===== config.mk =====
export PLATFORM = sky130hd
export DESIGN_NAME = tar_stream_deframer
export DESIGN_NICKNAME = d
export VERILOG_FILES = /design/src/tsd_pkg.sv /design/src/tar_stream_deframer.sv /design/src/tsd_front.sv /design/src/tsd_queue.sv /design/src/tsd_back.sv
export SDC_FILE = /design/constraint.sdc
export NUM_CORES = 1
export LEC_CHECK = 0
export BUFFER_PORTS_ARGS = -buffer_cell sky130_fd_sc_hd__buf_4
export CORE_MARGIN = 2
export CORE_UTILIZATION = 59
export CTS_CLUSTER_DIAMETER = 30
export DETAILED_ROUTE_END_ITERATION = 8
export PLACE_DENSITY = 0.82
export SYNTH_ARGS = -nofsm -noshare
export SYNTH_HDL_FRONTEND = slang
export SYNTH_SLANG_ARGS = --single-unit

===== constraint.sdc =====
create_clock -name clk_i -period 8.1 [get_ports clk_i]
set_input_delay 0.81 -clock clk_i [delete_from_list [all_inputs] [get_ports clk_i]]
set_output_delay 0.81 -clock clk_i [all_outputs]
set_load 0.01 [all_outputs]

===== src/tsd_pkg.sv =====
`timescale 1ns / 1ps

package tsd_pkg;

  // Default width of the octal size accumulator and of the remaining-byte counter.
  localparam int unsigned SIZE_BITS_DEF = 36;
  localparam int unsigned SIZE_BITS_MAX = 64;

  // Width of the size field on the result channel.
  localparam int unsigned OUT_SIZE_W = 36;

  // Depth of the queue between the parser and the output stage.
  localparam int unsigned QUEUE_DEPTH = 4;
  localparam int unsigned QPTR_W      = $clog2(QUEUE_DEPTH);

  // Result kinds.
  localparam logic [2:0] KIND_NAME  = 3'd0;
  localparam logic [2:0] KIND_HDR   = 3'd1;
  localparam logic [2:0] KIND_DATA  = 3'd2;
  localparam logic [2:0] KIND_END   = 3'd3;
  localparam logic [2:0] KIND_TRUNC = 3'd4;

  typedef struct packed {
    logic [7:0] archive_byte;
    logic       stream_last;
  } in_item_t;

  typedef struct packed {
    logic [2:0]            kind;
    logic [7:0]            data_byte;
    logic [OUT_SIZE_W-1:0] entry_size;
    logic [7:0]            entry_type;
    logic                  last_data;
  } out_item_t;

  // What one input byte leaves behind: an optional main result and an
  // optional truncation error that follows it.
  typedef struct packed {
    logic      has_main;
    out_item_t main;
    logic      add_trunc;
  } rec_t;

endpackage


===== src/tar_stream_deframer.sv =====
`timescale 1ns / 1ps

// Tar archive deframer: splits a ustar byte stream into name bytes, header
// records, file data bytes and end/error markers.
// Input channel: drive in_item_i and raise push; a byte is taken on a clock
// edge where push is high and full is low; one byte per clock while not full.
// Result channel: while empty is low the oldest result sits on out_item_o;
// pulse pop to take it. Kinds: name byte, header complete (with size and type),
// data byte (last_data marks the final one), end of archive, truncation error.
// A result is written into the queue by the edge that takes its byte, then
// loaded into the output register, which drives out_item_o. Throughput is set
// by the single-byte parser: one byte per cycle, one result per cycle on the
// output side, while neither full nor a stalled receiver holds the flow. A byte
// can yield two results (a result plus a truncation error); the extra output
// slot is absorbed by the 4-entry queue.
// When the receiver stalls, results pile up in the queue; once it is full,
// full rises and input is held off. Nothing is dropped.
// Reset clears the parser to the header phase at offset zero, empties the
// queue and the output register. A byte marked stream_last also returns the
// parser to that state, ready for the next archive.
module tar_stream_deframer #(
  parameter int unsigned SIZE_BITS = tsd_pkg::SIZE_BITS_DEF
) (
  input  logic               clk_i,
  input  logic               rst_ni,
  input  logic               push,
  output logic               full,
  input  tsd_pkg::in_item_t  in_item_i,
  output logic               empty,
  input  logic               pop,
  output tsd_pkg::out_item_t out_item_o
);

  logic          fq_push, fq_full, fq_empty, fq_pop;
  tsd_pkg::rec_t fq_rec_in, fq_rec_out;

  // Front: classify each byte and update the header/data/padding state.
  tsd_front #(
    .SIZE_BITS (SIZE_BITS)
  ) u_front (
    .clk_i     (clk_i),
    .rst_ni    (rst_ni),
    .push_i    (push),
    .in_item_i (in_item_i),
    .q_full_i  (fq_full),
    .q_push_o  (fq_push),
    .q_rec_o   (fq_rec_in)
  );

  // Short queue so the parser and the output side stall independently.
  tsd_queue u_queue (
    .clk_i   (clk_i),
    .rst_ni  (rst_ni),
    .push_i  (fq_push),
    .rec_i   (fq_rec_in),
    .full_o  (fq_full),
    .pop_i   (fq_pop),
    .rec_o   (fq_rec_out),
    .empty_o (fq_empty)
  );

  // Back: serialize each record into one or two results.
  tsd_back u_back (
    .clk_i      (clk_i),
    .rst_ni     (rst_ni),
    .q_empty_i  (fq_empty),
    .q_rec_i    (fq_rec_out),
    .q_pop_o    (fq_pop),
    .pop_i      (pop),
    .empty_o    (empty),
    .out_item_o (out_item_o)
  );

  // Input stalls only on a full queue.
  assign full = fq_full;

endmodule


===== src/tsd_front.sv =====
`timescale 1ns / 1ps

module tsd_front #(
  parameter int unsigned SIZE_BITS = tsd_pkg::SIZE_BITS_DEF
) (
  input  logic              clk_i,
  input  logic              rst_ni,
  input  logic              push_i,
  input  tsd_pkg::in_item_t in_item_i,
  input  logic              q_full_i,
  output logic              q_push_o,
  output tsd_pkg::rec_t     q_rec_o
);

  localparam logic [1:0] PH_HEADER = 2'd0;
  localparam logic [1:0] PH_DATA   = 2'd1;
  localparam logic [1:0] PH_PAD    = 2'd2;
  localparam logic [1:0] PH_DONE   = 2'd3;

  localparam logic [8:0] OFF_LAST  = 9'd511;
  localparam logic [8:0] NAME_LEN  = 9'd100;
  localparam logic [8:0] SIZE_OFF  = 9'd124;
  localparam logic [8:0] SIZE_END  = 9'd136;
  localparam logic [8:0] TYPE_OFF  = 9'd156;
  localparam logic [7:0] DIR_TYPE  = 8'h35;

  logic [1:0]           phase_q, phase_d;
  logic [8:0]           off_q, off_d;
  logic [SIZE_BITS-1:0] acc_q, acc_d;
  logic                 oct_stop_q, oct_stop_d;
  logic                 name_end_q, name_end_d;
  logic                 all_zero_q, all_zero_d;
  logic [7:0]           type_q, type_d;
  logic [SIZE_BITS-1:0] rem_q, rem_d;

  logic                 accept;
  logic [7:0]           b;
  logic [8:0]           off_inc;
  logic [63:0]          acc_ext;
  tsd_pkg::rec_t        rec;

  assign accept  = push_i && !q_full_i;
  assign b       = in_item_i.archive_byte;
  assign off_inc = off_q + 9'd1;
  assign acc_ext = 64'(acc_q);

  always_comb begin
    phase_d    = phase_q;
    off_d      = off_q;
    acc_d      = acc_q;
    oct_stop_d = oct_stop_q;
    name_end_d = name_end_q;
    all_zero_d = all_zero_q;
    type_d     = type_q;
    rem_d      = rem_q;
    rec        = '0;

    if (accept) begin
      unique case (phase_q)
        PH_HEADER: begin
          if (off_q < NAME_LEN && !name_end_q) begin
            if (b == 8'd0) begin
              name_end_d = 1'b1;
            end else begin
              rec.has_main       = 1'b1;
              rec.main.kind      = tsd_pkg::KIND_NAME;
              rec.main.data_byte = b;
            end
          end
          if (off_q >= SIZE_OFF && off_q < SIZE_END && !oct_stop_q) begin
            if (b == 8'd0) begin
              oct_stop_d = 1'b1;
            end else if (b >= 8'h30 && b <= 8'h37) begin
              acc_d = {acc_q[SIZE_BITS-4:0], 3'b000} + SIZE_BITS'(b[2:0]);
            end
          end
          if (off_q == TYPE_OFF) begin
            type_d = b;
          end
          if (b != 8'd0) begin
            all_zero_d = 1'b0;
          end

          if (off_q == OFF_LAST) begin
            rec.has_main = 1'b1;
            if (all_zero_q && b == 8'd0) begin
              rec.main.kind = tsd_pkg::KIND_END;
              phase_d       = PH_DONE;
            end else begin
              rec.main.kind       = tsd_pkg::KIND_HDR;
              rec.main.entry_size = acc_ext[tsd_pkg::OUT_SIZE_W-1:0];
              rec.main.entry_type = type_q;
              if (type_q != DIR_TYPE && acc_q != '0) begin
                phase_d       = PH_DATA;
                rem_d         = acc_q;
                rec.add_trunc = in_item_i.stream_last;
              end
            end
            // Clear the header scratch for the next block.
            off_d      = '0;
            acc_d      = '0;
            oct_stop_d = 1'b0;
            name_end_d = 1'b0;
            all_zero_d = 1'b1;
            type_d     = '0;
          end else begin
            off_d         = off_inc;
            rec.add_trunc = in_item_i.stream_last;
          end
        end
        PH_DATA: begin
          rec.has_main       = 1'b1;
          rec.main.kind      = tsd_pkg::KIND_DATA;
          rec.main.data_byte = b;
          rec.main.last_data = (rem_q == SIZE_BITS'(1));
          rem_d              = rem_q - SIZE_BITS'(1);
          off_d              = off_inc;
          if (rem_q == SIZE_BITS'(1)) begin
            phase_d = (off_inc == 9'd0) ? PH_HEADER : PH_PAD;
          end else begin
            rec.add_trunc = in_item_i.stream_last;
          end
        end
        PH_PAD: begin
          off_d = off_inc;
          if (off_inc == 9'd0) begin
            phase_d = PH_HEADER;
          end
        end
        default: begin
          // Done: drop every byte.
        end
      endcase

      // Stream end: return to the reset state for a new archive.
      if (in_item_i.stream_last) begin
        phase_d    = PH_HEADER;
        off_d      = '0;
        acc_d      = '0;
        oct_stop_d = 1'b0;
        name_end_d = 1'b0;
        all_zero_d = 1'b1;
        type_d     = '0;
        rem_d      = '0;
      end
    end
  end

  assign q_push_o = accept && (rec.has_main || rec.add_trunc);
  assign q_rec_o  = rec;

  always_ff @(posedge clk_i or negedge rst_ni) begin
    if (!rst_ni) begin
      phase_q    <= PH_HEADER;
      off_q      <= '0;
      acc_q      <= '0;
      oct_stop_q <= 1'b0;
      name_end_q <= 1'b0;
      all_zero_q <= 1'b1;
      type_q     <= '0;
      rem_q      <= '0;
    end else begin
      phase_q    <= phase_d;
      off_q      <= off_d;
      acc_q      <= acc_d;
      oct_stop_q <= oct_stop_d;
      name_end_q <= name_end_d;
      all_zero_q <= all_zero_d;
      type_q     <= type_d;
      rem_q      <= rem_d;
    end
  end

  a_data_rem_nonzero: assert property (@(posedge clk_i) disable iff (!rst_ni)
    phase_q == PH_DATA |-> rem_q != '0)
    else $error("data phase with no bytes remaining");

  a_done_silent: assert property (@(posedge clk_i) disable iff (!rst_ni)
    phase_q == PH_DONE |-> !q_push_o)
    else $error("result produced after end of archive");

  a_pad_offset: assert property (@(posedge clk_i) disable iff (!rst_ni)
    phase_q == PH_PAD |-> off_q != 9'd0)
    else $error("padding phase on a block boundary");

endmodule


===== src/tsd_queue.sv =====
`timescale 1ns / 1ps

module tsd_queue (
  input  logic          clk_i,
  input  logic          rst_ni,
  input  logic          push_i,
  input  tsd_pkg::rec_t rec_i,
  output logic          full_o,
  input  logic          pop_i,
  output tsd_pkg::rec_t rec_o,
  output logic          empty_o
);

  tsd_pkg::rec_t                   mem [tsd_pkg::QUEUE_DEPTH];
  logic [tsd_pkg::QPTR_W-1:0]      wr_ptr_q, rd_ptr_q;
  logic [tsd_pkg::QPTR_W:0]        count_q;
  logic                            do_push, do_pop;

  assign full_o  = (count_q == (tsd_pkg::QPTR_W+1)'(tsd_pkg::QUEUE_DEPTH));
  assign empty_o = (count_q == '0);
  assign do_push = push_i && !full_o;
  assign do_pop  = pop_i && !empty_o;
  assign rec_o   = mem[rd_ptr_q];

  always_ff @(posedge clk_i) begin
    if (do_push) begin
      mem[wr_ptr_q] <= rec_i;
    end
  end

  always_ff @(posedge clk_i or negedge rst_ni) begin
    if (!rst_ni) begin
      wr_ptr_q <= '0;
      rd_ptr_q <= '0;
      count_q  <= '0;
    end else begin
      if (do_push) begin
        wr_ptr_q <= wr_ptr_q + 1'b1;
      end
      if (do_pop) begin
        rd_ptr_q <= rd_ptr_q + 1'b1;
      end
      if (do_push && !do_pop) begin
        count_q <= count_q + 1'b1;
      end else if (do_pop && !do_push) begin
        count_q <= count_q - 1'b1;
      end
    end
  end

  a_count_bound: assert property (@(posedge clk_i) disable iff (!rst_ni)
    count_q <= (tsd_pkg::QPTR_W+1)'(tsd_pkg::QUEUE_DEPTH))
    else $error("queue count beyond depth");

  a_push_grows: assert property (@(posedge clk_i) disable iff (!rst_ni)
    (do_push && !do_pop) |=> count_q == $past(count_q) + 1'b1)
    else $error("queue count did not grow on push");

  a_full_not_empty: assert property (@(posedge clk_i) disable iff (!rst_ni)
    !(full_o && empty_o))
    else $error("queue full and empty at once");

endmodule


===== src/tsd_back.sv =====
`timescale 1ns / 1ps

module tsd_back (
  input  logic               clk_i,
  input  logic               rst_ni,
  input  logic               q_empty_i,
  input  tsd_pkg::rec_t      q_rec_i,
  output logic               q_pop_o,
  input  logic               pop_i,
  output logic               empty_o,
  output tsd_pkg::out_item_t out_item_o
);

  logic               main_pend_q, trunc_pend_q;
  tsd_pkg::out_item_t main_q;
  tsd_pkg::out_item_t trunc_item;
  logic               free, load, take;

  assign empty_o = !(main_pend_q || trunc_pend_q);
  assign take    = pop_i && !empty_o;
  // Free once the last pending result of the held record leaves.
  assign free    = empty_o || (take && !(main_pend_q && trunc_pend_q));
  assign load    = free && !q_empty_i;
  assign q_pop_o = load;

  always_comb begin
    trunc_item      = '0;
    trunc_item.kind = tsd_pkg::KIND_TRUNC;
  end

  assign out_item_o = main_pend_q ? main_q : trunc_item;

  always_ff @(posedge clk_i) begin
    if (load) begin
      main_q <= q_rec_i.main;
    end
  end

  always_ff @(posedge clk_i or negedge rst_ni) begin
    if (!rst_ni) begin
      main_pend_q  <= 1'b0;
      trunc_pend_q <= 1'b0;
    end else if (load) begin
      main_pend_q  <= q_rec_i.has_main;
      trunc_pend_q <= q_rec_i.add_trunc;
    end else if (take) begin
      if (main_pend_q) begin
        main_pend_q <= 1'b0;
      end else begin
        trunc_pend_q <= 1'b0;
      end
    end
  end

  a_trunc_kind: assert property (@(posedge clk_i) disable iff (!rst_ni)
    (!empty_o && !main_pend_q) |-> out_item_o.kind == tsd_pkg::KIND_TRUNC)
    else $error("error slot carries a wrong kind");

  a_trunc_after_main: assert property (@(posedge clk_i) disable iff (!rst_ni)
    (take && main_pend_q && trunc_pend_q) |=> (trunc_pend_q && !main_pend_q))
    else $error("truncation result lost behind main result");

  a_hold_stalled: assert property (@(posedge clk_i) disable iff (!rst_ni)
    (!empty_o && !pop_i) |=> (!empty_o && $stable(out_item_o)))
    else $error("waiting result changed while stalled");

endmodule

Word level (Yosys, flattened, before mapping). Memory sizes are Yosys's and may differ from the RTL's. Index checks and enable logic that the tools add are counted.

Register bits after elaboration: 159. Memory bits (writable): 232. Bits of input ports: 13. Output and inout port bits: 58. Logic and storage cells: 165. Memories kept: 1.

Memories: u_queue.mem (words 4, bits a word 58, read ports 1, clocked after Yosys merged registers in 0, write ports 1, RTL line tsd_queue.sv:14) `tsd_pkg::rec_t mem [tsd_pkg::QUEUE_DEPTH];`.

$add $sub $neg: 7. Magnitude comparators: 5. Eq/ne operators: 15. Mux-type cells: 64. Reduce and logical (&&, ||, !) cells: 55.

Operators by type and width (count): 36-bit 2-to-1 mux (10); 44-bit 2-to-1 mux (3); 36-bit case mux with 2 select lines (1); 58-bit 2-to-1 mux (1); 56-bit 2-to-1 mux (1); 36-bit by 3-bit adder with 36-bit output (1); 36-bit by 1-bit equality test with 1-bit output (second input constant) (1); 36-bit nonzero test (1); 36-bit by 1-bit subtractor with 36-bit output (second input constant) (1); 8-bit 2-to-1 mux (4); 1-bit 2-to-1 mux (25); 12-bit 2-to-1 mux (2); 12-bit case mux with 2 select lines (1); 3-bit nonzero test (8); 9-bit 2-to-1 mux (2); 9-bit case mux with 2 select lines (1); 1-bit logical AND (16); 2-bit 2-to-1 mux (8); 3-bit by 2-bit inequality test with 1-bit output (second input constant) (4); 5-bit AND reduction (2); 9-bit by 1-bit adder with 9-bit output (second input constant) (1); 9-bit by 8-bit equality test with 1-bit output (second input constant) (1); 9-bit equality test (second input constant) (1); 9-bit by 7-bit greater-or-equal comparator with 1-bit output (second input constant) (1); other kinds (32) (49).

Logic depth before layout (Yosys ltp). Gate-level depths: netlist of run 1.

Word-level depth: 14. Gate-level depth with buffers: 16. Mapped depth without buffers: 15.

Cells and area by module. A second synthesis of run 1 with hierarchy kept.

Cell total of the unflattened synthesis: 1131. Area total of the unflattened synthesis: 16696.0 um^2.

By module, submodules not included: tsd_queue (instances 1, cells each 340, area each 8869.8 um^2); tsd_front (instances 1, cells each 659, area each 5639.2 um^2); tsd_back (instances 1, cells each 132, area each 2187.1 um^2).

Worst setup path before layout of run 1. No wires, ideal clock.

Kind: in2reg. From: input port in_item_i[7] (netlist bit). To: memory u_queue.mem[0][0] (netlist bit), enable pin. Library setup time: 479 ps. Arrival time: 4392 ps. Required time: 7621 ps. Slack: 3229 ps. Cell stages on the path: 7. Path buffers: 0. Cells stage by stage: or3_1 -> nor4b_4 -> or2_1 -> or2_2 -> nand2_2 -> a41oi_4 -> nor2b_1.

Cells in the longest elaborated chain, start to end: 11.

RTL lines: start: declaration (RTL line tar_stream_deframer.sv:28) `input tsd_pkg::in_item_t in_item_i,`; 8-bit logical NOT * (RTL line tsd_front.sv:62, tsd_front.sv:86); 12-bit 2-to-1 mux or 1-bit logical AND (tied branches) (RTL line tsd_front.sv:62, tsd_front.sv:86); 12-bit 2-to-1 mux or 1-bit 2-to-1 mux (tied branches) (RTL line tsd_front.sv:61, tsd_front.sv:86); 4-bit 2-to-1 mux or 1-bit 2-to-1 mux (tied branches) (RTL line tsd_front.sv:84) `if (off_q == OFF_LAST) begin`; 12-bit case mux with 2 select lines or 1-bit case mux with 2 select lines (tied branches) (RTL line tsd_front.sv:59) `unique case (phase_q)`; 58-bit 2-to-1 mux * (RTL line tsd_front.sv:58) `if (accept) begin`; 1-bit logical OR * (RTL line tsd_front.sv:149) `assign q_push_o = accept && (rec.has_main || rec.add_trunc);`; 1-bit logical AND * (RTL line tsd_front.sv:149); 1-bit logical AND * (RTL line tsd_queue.sv:21) `assign do_push = push_i && !full_o;`; 1-bit 2-to-1 mux * (RTL line tsd_queue.sv:26) `if (do_push) begin`; 1-bit 2-to-1 mux (not written as such) * (RTL line tsd_queue.sv:27) `mem[wr_ptr_q] <= rec_i;`; end: declaration (RTL line tsd_queue.sv:14).

Every way passes the cells marked *; elsewhere a longest branch is shown, timed or not.

Worst setup path in the final report of run 1.
From: input port in_item_i[5] (netlist bit). To: register u_queue.count_q[1] (netlist bit).

Cells in the longest elaborated chain, start to end: 12.

RTL lines: 8-bit logical NOT * (RTL line tsd_front.sv:62, tsd_front.sv:86); 12-bit 2-to-1 mux or 1-bit logical AND (tied branches) (RTL line tsd_front.sv:62, tsd_front.sv:86); 12-bit 2-to-1 mux or 1-bit 2-to-1 mux (tied branches) (RTL line tsd_front.sv:61, tsd_front.sv:86); 4-bit 2-to-1 mux or 1-bit 2-to-1 mux (tied branches) (RTL line tsd_front.sv:84); 12-bit case mux with 2 select lines or 1-bit case mux with 2 select lines (tied branches) (RTL line tsd_front.sv:59); 58-bit 2-to-1 mux * (RTL line tsd_front.sv:58); 1-bit logical OR * (RTL line tsd_front.sv:149); 1-bit logical AND * (RTL line tsd_front.sv:149); 1-bit logical AND * (RTL line tsd_queue.sv:21); named net u_queue.do_push (RTL line tsd_queue.sv:17) `logic do_push, do_pop;`; 1-bit logical NOT (RTL line tsd_queue.sv:45) `end else if (do_pop && !do_push) begin`; 1-bit logical AND (RTL line tsd_queue.sv:45); 2-bit nonzero test (no source line); end signal: assignment (RTL line tsd_queue.sv:44) `count_q <= count_q + 1'b1;`; end signal: assignment (RTL line tsd_queue.sv:46) `count_q <= count_q - 1'b1;`; end: declaration (RTL line tsd_queue.sv:16) `logic [tsd_pkg::QPTR_W:0] count_q;`.

Mark *: on every way through the listed nets, which the timed path passes. The rest lies on a longest branch. A chain may end at the register's enable or synchronous reset.

==> results of run 1 <==
==> metal layers <==
layer | up-vias | wire length [um]
met5 | - | 0
met4 | 0 | 1680
met3 | 125 | 3330
met2 | 610 | 19200
met1 | 5249 | 14900
li1 | 4538 | -
==> logic make-up (layout without fill, tap and decap cells) <==
family          Yosys count  in the layout  share of synthesized area
mux                      97             97                      0.103
buf+inv                 130            276                     0.0309
xor+xnor                  7              7                    0.00374
fa+ha+maj                14             14                     0.0111
compound gates          185            185                     0.0681
flops                   386            386                      0.675
simple gates            334            334                      0.108
==> cell usage after synthesis, drive strengths merged, types with 14 or more instances <==
cell type,number,area (um2)
o21ai,87,435
a21oi,40,200
nand3,16,80.1
nand2,70,265
and2,71,444
buf,25,113
mux4,57,1280
clkbuf,42,159
nor2,46,180
mux2i,38,380
nor4,27,175
nor2b,14,87.6
inv,63,236
dfrtp,102,2550
edfxtp,283,8500
nor3,56,290
==> how the worst min path moves through the flow <==
stage,from,end,slack [ps],cells past startpoint
floorplan,u_front.oct_stop_q$_DFFE_PN0P_,u_front.oct_stop_q$_DFFE_PN0P_,440,2
global placement,u_front.oct_stop_q$_DFFE_PN0P_,u_front.oct_stop_q$_DFFE_PN0P_,460,2
detailed placement,u_front.name_end_q$_DFFE_PN0P_,u_front.name_end_q$_DFFE_PN0P_,490,2
CTS,rst_ni,u_front.rem_q[30]$_DFFE_PN0P_,260,1
global route,rst_ni,u_front.rem_q[30]$_DFFE_PN0P_,290,1
finish,rst_ni,u_front.rem_q[30]$_DFFE_PN0P_,240,1
==> registers in the layout, summed over array words and instances (netlist names) <==
register	flops
u_queue.mem	228
u_back.main_q	55
u_front.acc_q	36
u_front.rem_q	36
u_front.off_q	9
u_front.type_q	8
u_queue.count_q	3
u_front.phase_q	2
u_queue.rd_ptr_q	2
u_queue.wr_ptr_q	2
u_back.main_pend_q	1
u_back.trunc_pend_q	1
u_front.all_zero_q	1
u_front.name_end_q	1
u_front.oct_stop_q	1
==> cell type report <==
type / count / area (um2)
Clock buffer: 86 / 1910
Clock inverter: 41 / 422
Fill cell: 1633 / 7920
Inverter: 63 / 236
Multi-Input combinational cell: 637 / 4870
Sequential cell: 386 / 11100
Tap cell: 378 / 473
Timing Repair Buffer: 86 / 646
==> where the power goes <==
group          total [W]  internal (W)  switching, W
clock network    0.00285       0.00182       0.00102
registers        0.00332       0.00292      0.000407
logic            0.00250      0.000979       0.00152
total            0.00867       0.00572       0.00295
==> cell usage in the layout (no fill, tap or decap), types with 13 or more instances in the layout <==
cell,synthesis,final
dfrtp_1,102,100
mux2i_1,38,38
nor3_1,54,54
nand3_1,16,16
clkbuf_16,0,73
inv_1,63,62
nor2_1,45,44
o21ai_0,82,82
ha_1,13,13
mux4_2,57,57
and2_1,71,71
a21oi_1,40,39
nor4_1,26,26
nand2_1,69,69
buf_4,1,86
edfxtp_1,283,283
==> metrics by stage <==
stage	hold WS (ps)	cells	area [um2]	util
after detailed placement	489	1550	17300	0.628
final	242	1677	19600	0.713
after floorplan	440	1153	16400	-
after CTS	264	1677	19600	0.713
after global routing	290	1677	19600	0.713
after global placement	458	1550	17300	0.628
==> worst reg2reg max path, stage by stage, from the launching register on <==
cell     delay (ps)
dfrtp_1         430
or4bb_1         500
nor4_1          520
or2_1           210
or2_2           140
nand2_2          80
a41oi_4         490
inv_1            90
ha_1            220
inv_1            80
fa_1            390
mux2_2          270
==> flow_metrics.py, run 1 <==
metrics = {
    "status": {
        "status": "complete, no violations",
    },
    "clocking": {
        "cts_made_buffers": 70,
        "clk_pin_slew_ps": 60,
        "cts.hold.buffers_added": 0,
        "ctsLongestPathBuffers": 3,
        "cts_num_sinks": 386,
        "cts_resized": 0,
        "cts_tree": "yes",
        "cts_root_buf": "clkbuf_16",
        "worstSkewPairLatency_ps": 580,
        "cts_setup_buffers": 0,
        "cts-htree-levels": 3,
    },
    "floorplanning": {
        "num_rows": 61,
        "io_pins": 71,
        "die_area_um2": 29200,
        "die_w_um": 171,
        "fp.dieH_um": 171,
        "core_um2": 27600,
        "start_util": 0.596,
    },
    "yosys": {
        "async_flop_share": 0.267,
        "synth_warnings": 0,
        "synthDistinctLibCells": 66,
        "avgSynthCellArea_um2": 14.2,
        "synth_edf_count": 283,
        "yosysSeqAreaShare": 0.675,
        "syn_area_um2": 16400,
        "synth_nets": 1180,
        "synth_cells": 1153,
        "synth_flop_cell": "edfxtp_1",
        "yosys_register_bits": 386,
    },
    "global_route": {
        "grt_overflow": 0,
        "track_usage": 0.275,
        "grt_pass1_vias": 10400,
        "busiest_layer": "met2",
        "grt_pass1_wl_um": 60000,
        "grt_antenna_before_repair": 0,
        "use_met1": 0.364,
        "grt_max_degree": 61,
        "use_met3": 0.0581,
        "grt_use_met2": 0.442,
    },
    "routing": {
        "viasPerCell": 6.27,
        "dr.first_iter.drc_count": 1155,
        "routed_wl_um": 39200,
        "wl_per_cell_um": 23.4,
        "antenna_left": 0,
        "drc_errors": 0,
        "via_count": 10500,
        "first_pass_iters": 5,
    },
    "setup_path": {
        "critPathMaxFanout": 41,
        "cp_num_buf_inv": 4,
        "cp_num_cells": 13,
        "critPathSlowestCell": "or4_4",
        "crit_end": "u_queue.count_q[1]$_DFFE_PN0P_",
        "crit_chain": "buf_4, or4_4, nor4b_4, buf_4, or2_1, or2_2, nand2_2, a41oi_4, inv_1, ha_1, inv_1, fa_1, mux2_2",
        "critPathCaptureType": "flip-flop",
        "cp_top_family": "simple AND/OR/NAND/NOR gates",
        "cp.required_ps": 8540,
        "r2r_cells": 11,
        "startpoint": "in_item_i[5]",
        "cp_slowest_stage_delay_ps": 560,
        "rr_endpoint": "u_queue.count_q[1]$_DFFE_PN0P_",
        "reg2reg_setup_slack_ps": 4540,
        "startpoint_type": "input pin",
        "cp.arrival_ps": 4240,
        "r2r_start": "u_front.type_q[3]$_DFFE_PN0P_",
        "crit_type": "in2reg",
    },
    "sta": {
        "worstMarginPinSlew_ps": 1220,
        "skew_ps": 44.1,
        "slew-limit-headroom": 0.176,
        "min_period_over_period": 0.469,
        "fin_setup_tns_ps": 0,
        "hold_viol_final": 0,
        "finalSetupViolCount": 0,
        "layout_setup_ws_ps": 4300,
        "fmax_mhz": 263,
        "fin_crit_ps": 3800,
        "maxSlewViolCount": 0,
        "rsz0062_at_grt": "false",
    },
    "placement": {
        "pre_cts_slack_ps": 3810,
        "dp_hpwl_um": 22200,
        "io_buffers": 70,
        "globalplace.congestion": 0.920,
    },
    "pwr": {
        "leakage_nw": 7.30,
        "max-vdd-ir-drop_v": 0.000249,
        "power_density_nw_per_um2": 441,
        "fin_total_pwr_w": 0.00867,
    },
    "layout": {
        "syn2layout_area_growth_pct": 19.6,
        "final_layout_size_suffix_gt1_frac": 0.216,
        "diodes": 0,
        "nets": 1271,
    },
    "run": {
        "maxCapViolCount": 0,
    },
    "worst_hold_path": {
        "hp-class": "in2async",
    },
}
Note: power is estimated with default switching activity, not from simulation.
==> inputs of run 2 (changes only) <==
- clock period: 8.1 -> 3.5 ns (I/O delays scaled with it)
==> run 2 against run 1 <==
  * Global-route usage decreased by 1.5 points
  * Total power grew 130%
  * Critical path type is now reg2reg
  * Wire length fell by 6.6%
  * Register-to-register slack worse by 4300 ps
  * Clock skew down 20 ps
==> flow_metrics.py, run 2 (synthesis gave the netlist of run 1 again) <==
metrics = {
    "status": {
        "status": "complete, no violations",
    },
    "global_route": {
        "track_usage": 0.261,
        "grt_antenna_before_repair": 0,
        "grt_max_degree": 59,
        "grt_pass1_vias": 10700,
        "grt_overflow": 0,
        "grt_pass1_wl_um": 58200,
    },
    "clocking": {
        "cts_setup_buffers": 0,
        "clk_pin_slew_ps": 60,
        "cts_resized": 0,
        "cts_made_buffers": 66,
        "cts-htree-levels": 3,
        "cts.hold.buffers_added": 1,
        "cts_tree": "yes",
        "ctsLongestPathBuffers": 3,
        "cts_num_sinks": 386,
        "cts_root_buf": "clkbuf_16",
        "worstSkewPairLatency_ps": 560,
    },
    "setup_path": {
        "reg2reg_setup_slack_ps": 270,
        "cp_slowest_stage_delay_ps": 600,
        "cp.arrival_ps": 3670,
        "rr_endpoint": "u_queue.count_q[1]$_DFFE_PN0P_",
        "crit_chain": "nor4_1, nand4_1, nor3_1, or2_2, nand2_2, a41oi_4, inv_1, ha_1, inv_1, fa_1, mux2_2",
        "critPathSlowestCell": "nor4_1",
        "r2r_cells": 11,
        "startpoint_type": "flip-flop",
        "critPathMaxFanout": 5,
        "crit_top_cell": "inv_1",
        "crit_type": "reg2reg",
        "cp.required_ps": 3940,
        "critPathCaptureType": "flip-flop",
        "r2r_start": "u_front.acc_q[7]$_DFFE_PN0P_",
    },
    "routing": {
        "via_count": 10500,
        "routed_wl_um": 36600,
        "antenna_left": 0,
        "viasPerCell": 6.24,
        "first_pass_iters": 7,
        "drc_errors": 0,
        "wl_per_cell_um": 21.8,
        "dr.first_iter.drc_count": 1220,
    },
    "worst_hold_path": {
        "holdPathEnd": "u_front.type_q[6]$_DFFE_PN0P_",
        "min_from": "in_item_i[7]",
        "hp-class": "in2reg",
        "hold_depth": 2,
    },
    "sta": {
        "layout_setup_ws_ps": 270,
        "min_period_over_period": 0.923,
        "worstMarginPinSlew_ps": 932,
        "skew_ps": 23.9,
        "hold_ws_ps": 46.1,
        "finalSetupViolCount": 0,
        "slew-limit-headroom": 0.373,
        "maxSlewViolCount": 0,
        "fmax_mhz": 310,
        "hold_viol_final": 0,
        "fin_crit_ps": 3230,
        "rsz0062_at_grt": "false",
    },
    "floorplanning": {
        "io_pins": 71,
        "die_area_um2": 29200,
        "start_util": 0.596,
        "die_w_um": 171,
        "fp.dieH_um": 171,
        "core_um2": 27600,
        "num_rows": 61,
    },
    "pwr": {
        "clkPwrFrac": 0.313,
        "intPower_w": 0.0130,
        "sequentialPowerShare": 0.393,
        "switchingPower_w": 0.00666,
        "power_density_nw_per_um2": 1000,
        "swShare": 0.339,
        "leakage_nw": 7.30,
        "pwr-share-comb": 0.295,
        "max-vdd-ir-drop_v": 0.000819,
    },
    "layout": {
        "syn2layout_area_growth_pct": 19.4,
        "final_layout_size_suffix_gt1_frac": 0.224,
        "top_register": "u_queue.mem",
        "largest_reg_flops": 228,
        "final_common_cell": "edfxtp_1",
        "n_fill_cell": 1651,
        "diodes": 0,
        "reg_top3": "u_queue.mem: 228 flops, u_back.main_q: 55 flops",
        "nets": 1276,
        "layout_common_cells": "edfxtp_1 (283), dfrtp_1 (99), buf_4 (89)",
    },
    "placement": {
        "io_buffers": 70,
        "globalplace.congestion": 0.864,
        "dp_hpwl_um": 20100,
        "pre_cts_slack_ps": 284,
    },
    "run": {
        "maxCapViolCount": 0,
    },
}
## run 2: how the worst max path moves through the flow
stage | from | endpoint | slack (ps) | cells after the start
floorplan | u_front.off_q[0]$_DFFE_PN0P_ | u_queue.mem[1][0]$_DFFE_PP_ | -290 | 10
global placement | in_item_i[5] | u_queue.count_q[1]$_DFFE_PN0P_ | 350 | 12
detailed placement | in_item_i[5] | u_queue.count_q[1]$_DFFE_PN0P_ | 280 | 12
CTS | u_front.off_q[0]$_DFFE_PN0P_ | u_queue.count_q[2]$_DFFE_PN0P_ | 360 | 15
global route | u_front.off_q[0]$_DFFE_PN0P_ | u_queue.count_q[2]$_DFFE_PN0P_ | 90 | 15
finish | u_front.acc_q[7]$_DFFE_PN0P_ | u_queue.count_q[1]$_DFFE_PN0P_ | 270 | 11
## run 2: power by group through the flow
stage               sequential, W  combinational [W]  clock (W)
floorplan                 0.00727            0.00404          0
global placement          0.00764            0.00545          0
detailed placement        0.00775            0.00557          0
CTS                       0.00771            0.00576    0.00618
global route              0.00786            0.00630    0.00641
finish                    0.00772            0.00579    0.00615
## run 2: cell type report
class	instances	area, um2	area share
clock inverter	42	363	0.0185
timing repair buffer	95	778	0.0397
multi-input combinational	637	4870	0.249
inverter	63	236	0.0121
sequential	386	11100	0.566
clock buffer	78	1790	0.0914
tap	378	473	0.0241
## run 2: worst max-delay path, delay by kind of cell (launching register included)
| kind | cells | cell delay (ps) |
|---|---|---|
| compound gates | 1 | 230 |
| fa+ha+maj | 2 | 590 |
| buf+inv | 2 | 170 |
| flops | 1 | 450 |
| mux | 1 | 260 |
| simple gates | 5 | 1430 |
## run 2: layer usage
layer  routed length, um  global-route usage  vias up
met5                   0                   0        -
met2               18100               0.427      561
met4                1260               0.110        0
li1                    -                   -     4539
met3                2730              0.0553      122
met1               14500               0.342     5261
## run 2: stage by stage
stage	cells	utilization	cell area [um2]	setup TNS, ps	total power [W]
after floorplan	1153	-	16400	-66920	0.0113
after global placement	1558	0.633	17400	0	0.0131
after detailed placement	1558	0.633	17400	0	0.0133
after CTS	1679	0.711	19600	0	0.0197
after global routing	1679	0.711	19600	0	0.0206
final	1679	0.711	19600	0	0.0197
